File: src/design/cmpt_pkg.sv
// ----------------------------------------------------------------------------
// cmpt_pkg
// shared constants, register indexes and helper types for the cloud mask
// pixel test pipeline
// ----------------------------------------------------------------------------
package cmpt_pkg;

    localparam int SAMPLE_WIDTH_DEF = 16;
    localparam int RATIO_FRAC_DEF   = 14;

    // quotient bits per divider and bits retired per divider stage
    localparam int QUO_W    = 16;
    localparam int DIV_STEP = 4;
    localparam int DIV_LAT  = QUO_W / DIV_STEP + 1;

    localparam int WHITE_FRAC = 12;

    localparam int CFG_IDX_W  = 2;
    localparam int CFG_DATA_W = 16;

    localparam logic [CFG_IDX_W-1:0] REG_SCALE = 2'd0;
    localparam logic [CFG_IDX_W-1:0] REG_BANDS = 2'd1;

    localparam logic [15:0] SCALE_RST = 16'd1000;
    localparam logic [3:0]  BANDS_RST = 4'd9;

    localparam logic [3:0] MODE_ONE_THERMAL = 4'd7;
    localparam logic [3:0] MODE_TWO_THERMAL = 4'd8;

    // 0.7 in q4.12
    localparam logic [15:0] WHITE_LIMIT = 16'd2867;

    localparam int FLAG_BASIC = 0;
    localparam int FLAG_WHITE = 1;
    localparam int FLAG_HAZE  = 2;
    localparam int FLAG_NSWIR = 3;
    localparam int FLAG_WATER = 4;
    localparam int FLAG_PCP   = 5;
    localparam int FLAG_CLEAR = 6;
    localparam int FLAG_SNOW  = 7;

    typedef struct packed {
        logic nodata;
        logic satp;
        logic sat_green;
        logic sat_red;
        logic c_s2;
        logic c_t1;
        logic hot;
        logic nirswir;
        logic n_lt_11;
        logic n_lt_5;
        logic n_gt_11;
        logic cold;
        logic green_lit;
        logic bright;
        logic si_neg;
        logic si_zero;
        logic vi_neg;
        logic vi_zero;
        logic w_zero;
        logic sum_neg;
    } cmp_t;

    function automatic logic [15:0] ratio_fin(
        input logic [QUO_W-1:0] q,
        input logic             ovf,
        input logic             neg,
        input logic             zero
    );
        logic [QUO_W:0] qe;
        logic [15:0]    res;
        qe = {1'b0, q};
        if (zero)
        begin
            res = '0;
        end
        else if (ovf)
        begin
            res = neg ? 16'h8000 : 16'h7fff;
        end
        else if (neg)
        begin
            res = (qe >= 17'h08000) ? 16'h8000 : 16'(-qe);
        end
        else
        begin
            res = (q > 16'h7fff) ? 16'h7fff : 16'(q);
        end
        return res;
    endfunction

endpackage

File: src/design/cmpt_div.sv
// ----------------------------------------------------------------------------
// cmpt_div
// pipelined unsigned restoring divider, num << SHIFT over den, with an
// overflow flag when the quotient does not fit in QUO_W bits
// ----------------------------------------------------------------------------
module cmpt_div #(
    parameter int NUM_W = 17,
    parameter int DEN_W = 17,
    parameter int SHIFT = 14
) (
    input  logic                        clk,
    input  logic                        en,
    input  logic [NUM_W-1:0]            num,
    input  logic [DEN_W-1:0]            den,
    output logic [cmpt_pkg::QUO_W-1:0]  quo,
    output logic                        ovf
);
    import cmpt_pkg::*;

    localparam int NF    = NUM_W + SHIFT;
    localparam int CMP_W = (NF > DEN_W + QUO_W) ? NF : DEN_W + QUO_W;
    localparam int NST   = QUO_W / DIV_STEP;

    logic [NF-1:0]    full;
    logic [DEN_W-1:0] r0_next;
    logic             ovf_next;

    logic [DEN_W-1:0] r_reg   [0:NST];
    logic [DEN_W-1:0] den_reg [0:NST];
    logic [QUO_W-1:0] low_reg [0:NST];
    logic [QUO_W-1:0] q_reg   [0:NST];
    logic             ovf_reg [0:NST];

    logic [DEN_W-1:0] r_next   [0:NST-1];
    logic [QUO_W-1:0] low_next [0:NST-1];
    logic [QUO_W-1:0] q_next   [0:NST-1];

    assign full     = NF'(num) << SHIFT;
    assign r0_next  = DEN_W'(full >> QUO_W);
    assign ovf_next = CMP_W'(full) >= (CMP_W'(den) << QUO_W);

    always_comb
    begin
        logic [DEN_W:0]   t;
        logic [DEN_W-1:0] r;
        logic [QUO_W-1:0] lo;
        logic [QUO_W-1:0] q;
        for (int k = 0; k < NST; k++)
        begin
            r  = r_reg[k];
            lo = low_reg[k];
            q  = q_reg[k];
            for (int i = 0; i < DIV_STEP; i++)
            begin
                t  = {r, lo[QUO_W-1]};
                lo = lo << 1;
                q  = q << 1;
                if (t >= {1'b0, den_reg[k]})
                begin
                    t    = t - {1'b0, den_reg[k]};
                    q[0] = 1'b1;
                end
                r = t[DEN_W-1:0];
            end
            r_next[k]   = r;
            low_next[k] = lo;
            q_next[k]   = q;
        end
    end

    always_ff @(posedge clk)
    begin
        if (en)
        begin
            r_reg[0]   <= r0_next;
            den_reg[0] <= den;
            low_reg[0] <= full[QUO_W-1:0];
            q_reg[0]   <= '0;
            ovf_reg[0] <= ovf_next;
            for (int k = 0; k < NST; k++)
            begin
                r_reg[k+1]   <= r_next[k];
                den_reg[k+1] <= den_reg[k];
                low_reg[k+1] <= low_next[k];
                q_reg[k+1]   <= q_next[k];
                ovf_reg[k+1] <= ovf_reg[k];
            end
        end
    end

    assign quo = q_reg[NST];
    assign ovf = ovf_reg[NST];

endmodule

File: config.mk
export PLATFORM = sky130hd
export DESIGN_NAME = cmpt_div
export DESIGN_NICKNAME = d
export VERILOG_FILES = /design/src/design/cmpt_pkg.sv /design/src/design/cmpt_div.sv
export SDC_FILE = /design/constraint.sdc
export NUM_CORES = 1
export LEC_CHECK = 0
export BUFFER_PORTS_ARGS = -buffer_cell sky130_fd_sc_hd__clkbuf_2
export CAP_MARGIN = 20
export CORE_UTILIZATION = 55
export CTS_CLUSTER_DIAMETER = 40
export CTS_CLUSTER_SIZE = 25
export DETAILED_ROUTE_END_ITERATION = 12
export PLACE_DENSITY = 0.72
export SLEW_MARGIN = 20
export SYNTH_ARGS = -nofsm -noshare
export SYNTH_HDL_FRONTEND = slang
export SYNTH_SLANG_ARGS = --single-unit
File: constraint.sdc
create_clock -name clk -period 23.8 [get_ports clk]
set_input_delay 2.38 -clock clk [delete_from_list [all_inputs] [get_ports clk]]
set_output_delay 2.38 -clock clk [all_outputs]
set_load 0.03 [all_outputs]
==> reports/results.tsv, run 1 <==
metric	value	unit
skew	0.0175	ns
synth_instances	2307	
synth_nets	2624	
final_common_cell	ha_1	
area.growth.synth_to_final	6.37	%
gp_congestion	0.949	
worstMarginPinSlew	1.02	ns
dp_cells	2792	
highest_net_fanout_along_the_worst_path	26	
post_route_cells_drive_above_1_share	10.8	%
clock_sink_count	181	
final_antenna_net_count	0	
layout.core_utilization	59.5	%
postSynth.asyncResetShare	0	%
die_width	195	um
synth-edff-count	181	
cts_hold_buf	0	
numPortBuffers	52	
grt_pass1_vias	16538	
mostFrequentLayoutCells	275 x ha_1, 204 x a21oi_1, 183 x nor2_1, 181 x edfxtp_1, 166 x nand2_1	
post-route-drc-count	0	
grt_first_pass_wirelength	85600	um
wl_per_cell	19.1	um
io_pins	53	
final.period_utilization	53.3	%
mapped_area	20500	sq um
crit_path_start_kind	register	
rsz0062_at_grt	false	
grt_antenna_before_repair	0	
tritoncts_clock_tree	built	
netlist-cell-type-count	92	
fmaxAchievable	78.8	MHz
post-dp-hpwl	42500	um
maxCapViolations	0	
initial_core_utilization	55.9	%
final.fill_count	3257	
ctsRootBufferMaster	clkbuf_16	
finalSetupTns	0	ns
class_of_the_tightest_hold_or_removal_check	register to register	
worst_setup_path_end_kind	register	
cpMaxStageDelayCell	o31a_1	
postCtsResizedCells	0	
yosys_most_used_dff	edfxtp_1	
synth-seq-area-share	26.6	%
largest_net_degree_at_the_start_of_global_routing	100	
slew_violations	0	
via_count	17610	
fin_cells	2825	
cell_type_with_the_highest_occurrence_count_on_the_critical_path	nand2_1	
cts_made_buffers	17	
layout_min_cycle_time	12.69	ns
ys_seq_elements	181	
drt-vias-per-instance	6.23	
grt.total_usage	28.4	%
num_antenna_cells	0	
fin_nets	2661	
postCtsSetupBuffers	0	
final_design_instance_area_without_fill	21800	sq um
global_route.overflow_total	0	
synthesis.yosys.warnings	0	
required	24.01	ns
largest_reg_flops	68	
dieArea	38000	sq um
cts-htree-levels	4	
criticalPathCategory	register to register	
hold_viol	0	
status	finished, final reports clean	
avgSynthCellArea	8.87	sq um
worstPathArrival	12.90	ns
die_h	195	um
max-clock-path-buffers	2	
number_of_iterations_in_the_first_detailed_routing_pass	8	
slew_headroom	32.0	%
rows	70	
drt_first_iter_violations	1423	
final_wirelength	54000	um
insertion_delay	0.46	ns
setup-violations-final	0	
coreArea	36600	sq um
path_clk_slew	0.08	ns
worst_path_largest_cell_delay	0.80	ns
dpl-instance-area	21200	sq um
==> synth_stat cells, drive strengths merged, types with 28 or more instances <==
library cell | n | area [sq um]
edfxtp | 181 | 5440
xor2 | 72 | 631
nand2 | 167 | 629
nand4 | 33 | 206
xnor2 | 114 | 998
nand2b | 41 | 257
nor3 | 46 | 235
inv | 157 | 589
a21o | 65 | 488
ha | 275 | 3440
a21oi | 205 | 1030
mux2 | 110 | 1270
nor2 | 186 | 706
a211oi | 28 | 210
nand3 | 41 | 205
o21ai | 151 | 759
o21a | 58 | 437
==> through the flow <==
stage	hold WS, ns	setup slack [ns]
2_1_floorplan	0.400	13.14
3_3_place_gp	0.400	11.61
3_5_place_dp	0.405	11.27
4_1_cts	0.422	11.25
5_1_grt	0.428	10.19
6_report	0.419	11.11
==> cell type report <==
| class | instances | area, sq um | area share, % |
|---|---|---|---|
| multi-input cells | 1927 | 14200 | 65.4 |
| flip-flops and latches | 181 | 5440 | 25.0 |
| clock buffers | 17 | 425 | 1.95 |
| inverters | 158 | 593 | 2.72 |
| well taps | 468 | 586 | 2.69 |
| clock inverters | 15 | 168 | 0.770 |
| repair buffers | 59 | 325 | 1.49 |
==> path summary, 6_finish.rpt <==
path	from	end	slack [ns]	cells after the start
worst max register to register	den_reg[0][17]	r_reg[0][35]	11.11	42
worst max-delay path	den_reg[0][17]	r_reg[0][35]	11.11	42
worst min register to register	q_reg[0][52]	q_reg[0][72]	0.42	0
worst min-delay path	q_reg[0][52]	q_reg[0][72]	0.42	0
==> logic make-up (layout without fill, tap and decap cells) <==
| logic type | Yosys count | after routing | synth area share [%] |
|---|---|---|---|
| compound gates | 703 | 703 | 22.5 |
| xor+xnor | 186 | 186 | 7.96 |
| fa+ha+maj | 281 | 281 | 17.4 |
| buf+inv | 199 | 249 | 3.91 |
| flops | 181 | 181 | 26.6 |
| mux | 122 | 122 | 6.80 |
| simple gates | 635 | 635 | 14.9 |
==> per-layer routing <==
metal | global-route usage (%) | vias to the layer above | routed length [um]
met2 | 48.5 | 518 | 25800
li1 | - | 8691 | -
met1 | 35.8 | 8295 | 23600
met3 | 4.29 | 106 | 2750
met5 | 0 | - | 0
met4 | 11.2 | 0 | 1770
==> worst max-delay path: cells and delay by family, from the launching register on <==
family	cells	cell delay, ns
buffers and inverters	2	0.58
multiplexers	3	1.32
AND/OR/NAND/NOR	14	3.53
flip-flops	1	0.60
AO/OA/AOI/OAI	19	4.77
adder cells (fa/ha/maj)	4	1.61
Power of run 1 is not shown: default switching activity piles up to over one toggle a cycle in this logic, so the estimate is an artifact.
==> run 2, diff against run 1 <==
Settings changed: PLACE_DENSITY 0.72 to 0.74.
Clock period 23.8 ns to 11.3 ns, I/O delays scaled along.
==> run 2 against run 1 <==
Net effect:
- worst setup slack got worse by 11 ns
- die area did not move
- register-to-register slack got worse by 11 ns
- critical path depth rose by 1
- first-iteration DRC count rose by 1.1%
- clock skew fell by 0.0025 ns
- utilization rose by 1.1 points
- clock-buffer cell count did not move
- wire length rose by 1.2%
- worst hold slack got worse by 0.00092 ns
- via count rose by 1.6%
- design area rose by 1.9%
- largest cell class unchanged
==> reports/results.tsv, run 2 (synthesis gave the netlist of run 1 again) <==
metric	value	unit
status	finished, final reports clean	
global_route.usage.met2	48.5	%
grt_pass1_vias	16903	
global_route.overflow_total	0	
fmaxAchievable	93.0	MHz
cts_made_buffers	17	
cts_hold_buf	0	
whs_path_depth	0	
dpl-instance-area	21400	sq um
hold_path.startpoint	ovf_reg[0][1]	
global_route.usage.met3	3.47	%
criticalPathCategory	register to register	
post-dp-hpwl	43100	um
highest_net_fanout_along_the_worst_path	23	
initial_core_utilization	55.9	%
largest_net_degree_at_the_start_of_global_routing	95	
final_common_cell	ha_1	
num_antenna_cells	0	
worstPathArrival	10.97	ns
grt_antenna_before_repair	0	
final_wirelength	54700	um
wl_per_cell	19.1	um
grt_first_pass_wirelength	87400	um
die_h	195	um
gp_congestion	0.931	
maxCapViolations	0	
post-route-drc-count	0	
grt_most_used_layer	met2	
slew_headroom	35.7	%
numPortBuffers	52	
final_antenna_net_count	0	
setup-violations-final	0	
crit-reg2reg-capture	r_reg[0][38]	
layout.core_utilization	60.6	%
crit_path_start_kind	register	
hold-path-endpoint	ovf_reg[0][2]	
place_worst_setup_slack	-0.0716	ns
post_route_cells_drive_above_1_share	12.5	%
io_pins	53	
final_design_instance_area_without_fill	22200	sq um
worst-r2r-cell-count	43	
die_width	195	um
path_clk_slew	0.08	ns
cts-htree-levels	4	
skew	0.0150	ns
r2r_start	den_reg[0][18]	
rows	70	
groute.layer.met1.usage	37.4	%
setup.reg_to_reg.worst_slack	0.55	ns
dieArea	38000	sq um
largest_reg_flops	68	
grt.total_usage	28.8	%
mostFrequentLayoutCells	275 x ha_1, 199 x a21oi_1, 183 x nor2_1, 181 x edfxtp_1, 166 x nand2_1	
rsz0062_at_grt	false	
ctsRootBufferMaster	clkbuf_16	
final.period_utilization	95.2	%
number_of_iterations_in_the_first_detailed_routing_pass	6	
cpMaxStageDelayCell	fa_1	
worst_path_largest_cell_delay	0.47	ns
hold_viol	0	
drt-vias-per-instance	6.25	
via_count	17887	
clock_sink_count	181	
required	11.51	ns
layout_setup_ws	0.547	ns
insertion_delay	0.46	ns
cell_type_with_the_highest_occurrence_count_on_the_critical_path	buf_4	
cp-startpoint	den_reg[0][18]	
max-clock-path-buffers	2	
drt_first_iter_violations	1439	
class_of_the_tightest_hold_or_removal_check	register to register	
layout_min_cycle_time	10.75	ns
tritoncts_clock_tree	built	
fin_nets	2697	
worst_setup_path_end_kind	register	
slew_violations	0	
worstMarginPinSlew	0.965	ns
coreArea	36600	sq um
area.growth.synth_to_final	8.34	%
## run 2: metal layers
metal,part of all wire (%),routed length [um],vias up
li1,-,-,8765
met1,44,24200,8425
met2,47,25900,577
met3,5.1,2760,120
met4,3.4,1850,0
met5,0,0,-
## run 2: how the worst max path moves through the flow
stage                   end  slack [ns]  depth (start not counted)
6_report       r_reg[0][38]        0.55                         43
2_1_floorplan  r_reg[0][33]        0.64                         48
5_1_grt        r_reg[0][33]        0.03                         45
3_3_place_gp   r_reg[0][18]       -0.02                         41
4_1_cts        r_reg[0][33]       0.005                         42
3_5_place_dp   r_reg[0][18]       -0.07                         41
## run 2: area by class of cell
type                       count  area [sq um]
tap                          468           586
fill                        3156         14400
inverter                     158           596
sequential                   181          5440
clock buffer                  17           425
multi-input combinational   1927         14300
timing repair buffer          95           624
clock inverter                15           201
## run 2: worst max-delay path, delay by kind of cell (launching register included)
family / cells / cell delay [ns]
AOI/OAI and AO/OA: 20 / 4.29
adders and majority gates: 4 / 1.52
buffers and inverters: 5 / 1.10
DFF: 1 / 0.37
muxes: 2 / 0.77
and+or+nand+nor: 12 / 2.48
## run 2: per-stage QoR
stage	hold WS (ns)	cells	TNS, ns
3_5_place_dp	0.405	2823	-0.0851
2_1_floorplan	0.400	2307	0
6_report	0.418	2861	0
3_3_place_gp	0.401	2823	-0.0159
4_1_cts	0.421	2855	0
5_1_grt	0.427	2861	0
## run 2: what timing repair did
| item | in CTS | in global routing |
|---|---|---|
| cloned | 0 | 0 |
| pin swaps | 0 | 2 |
| resized for setup | 2 | 20 |
| buffers inserted | 0 | 6 |
| setup endpoints to repair | 13 | 37 |
Power of run 2 is left out for the same reason.
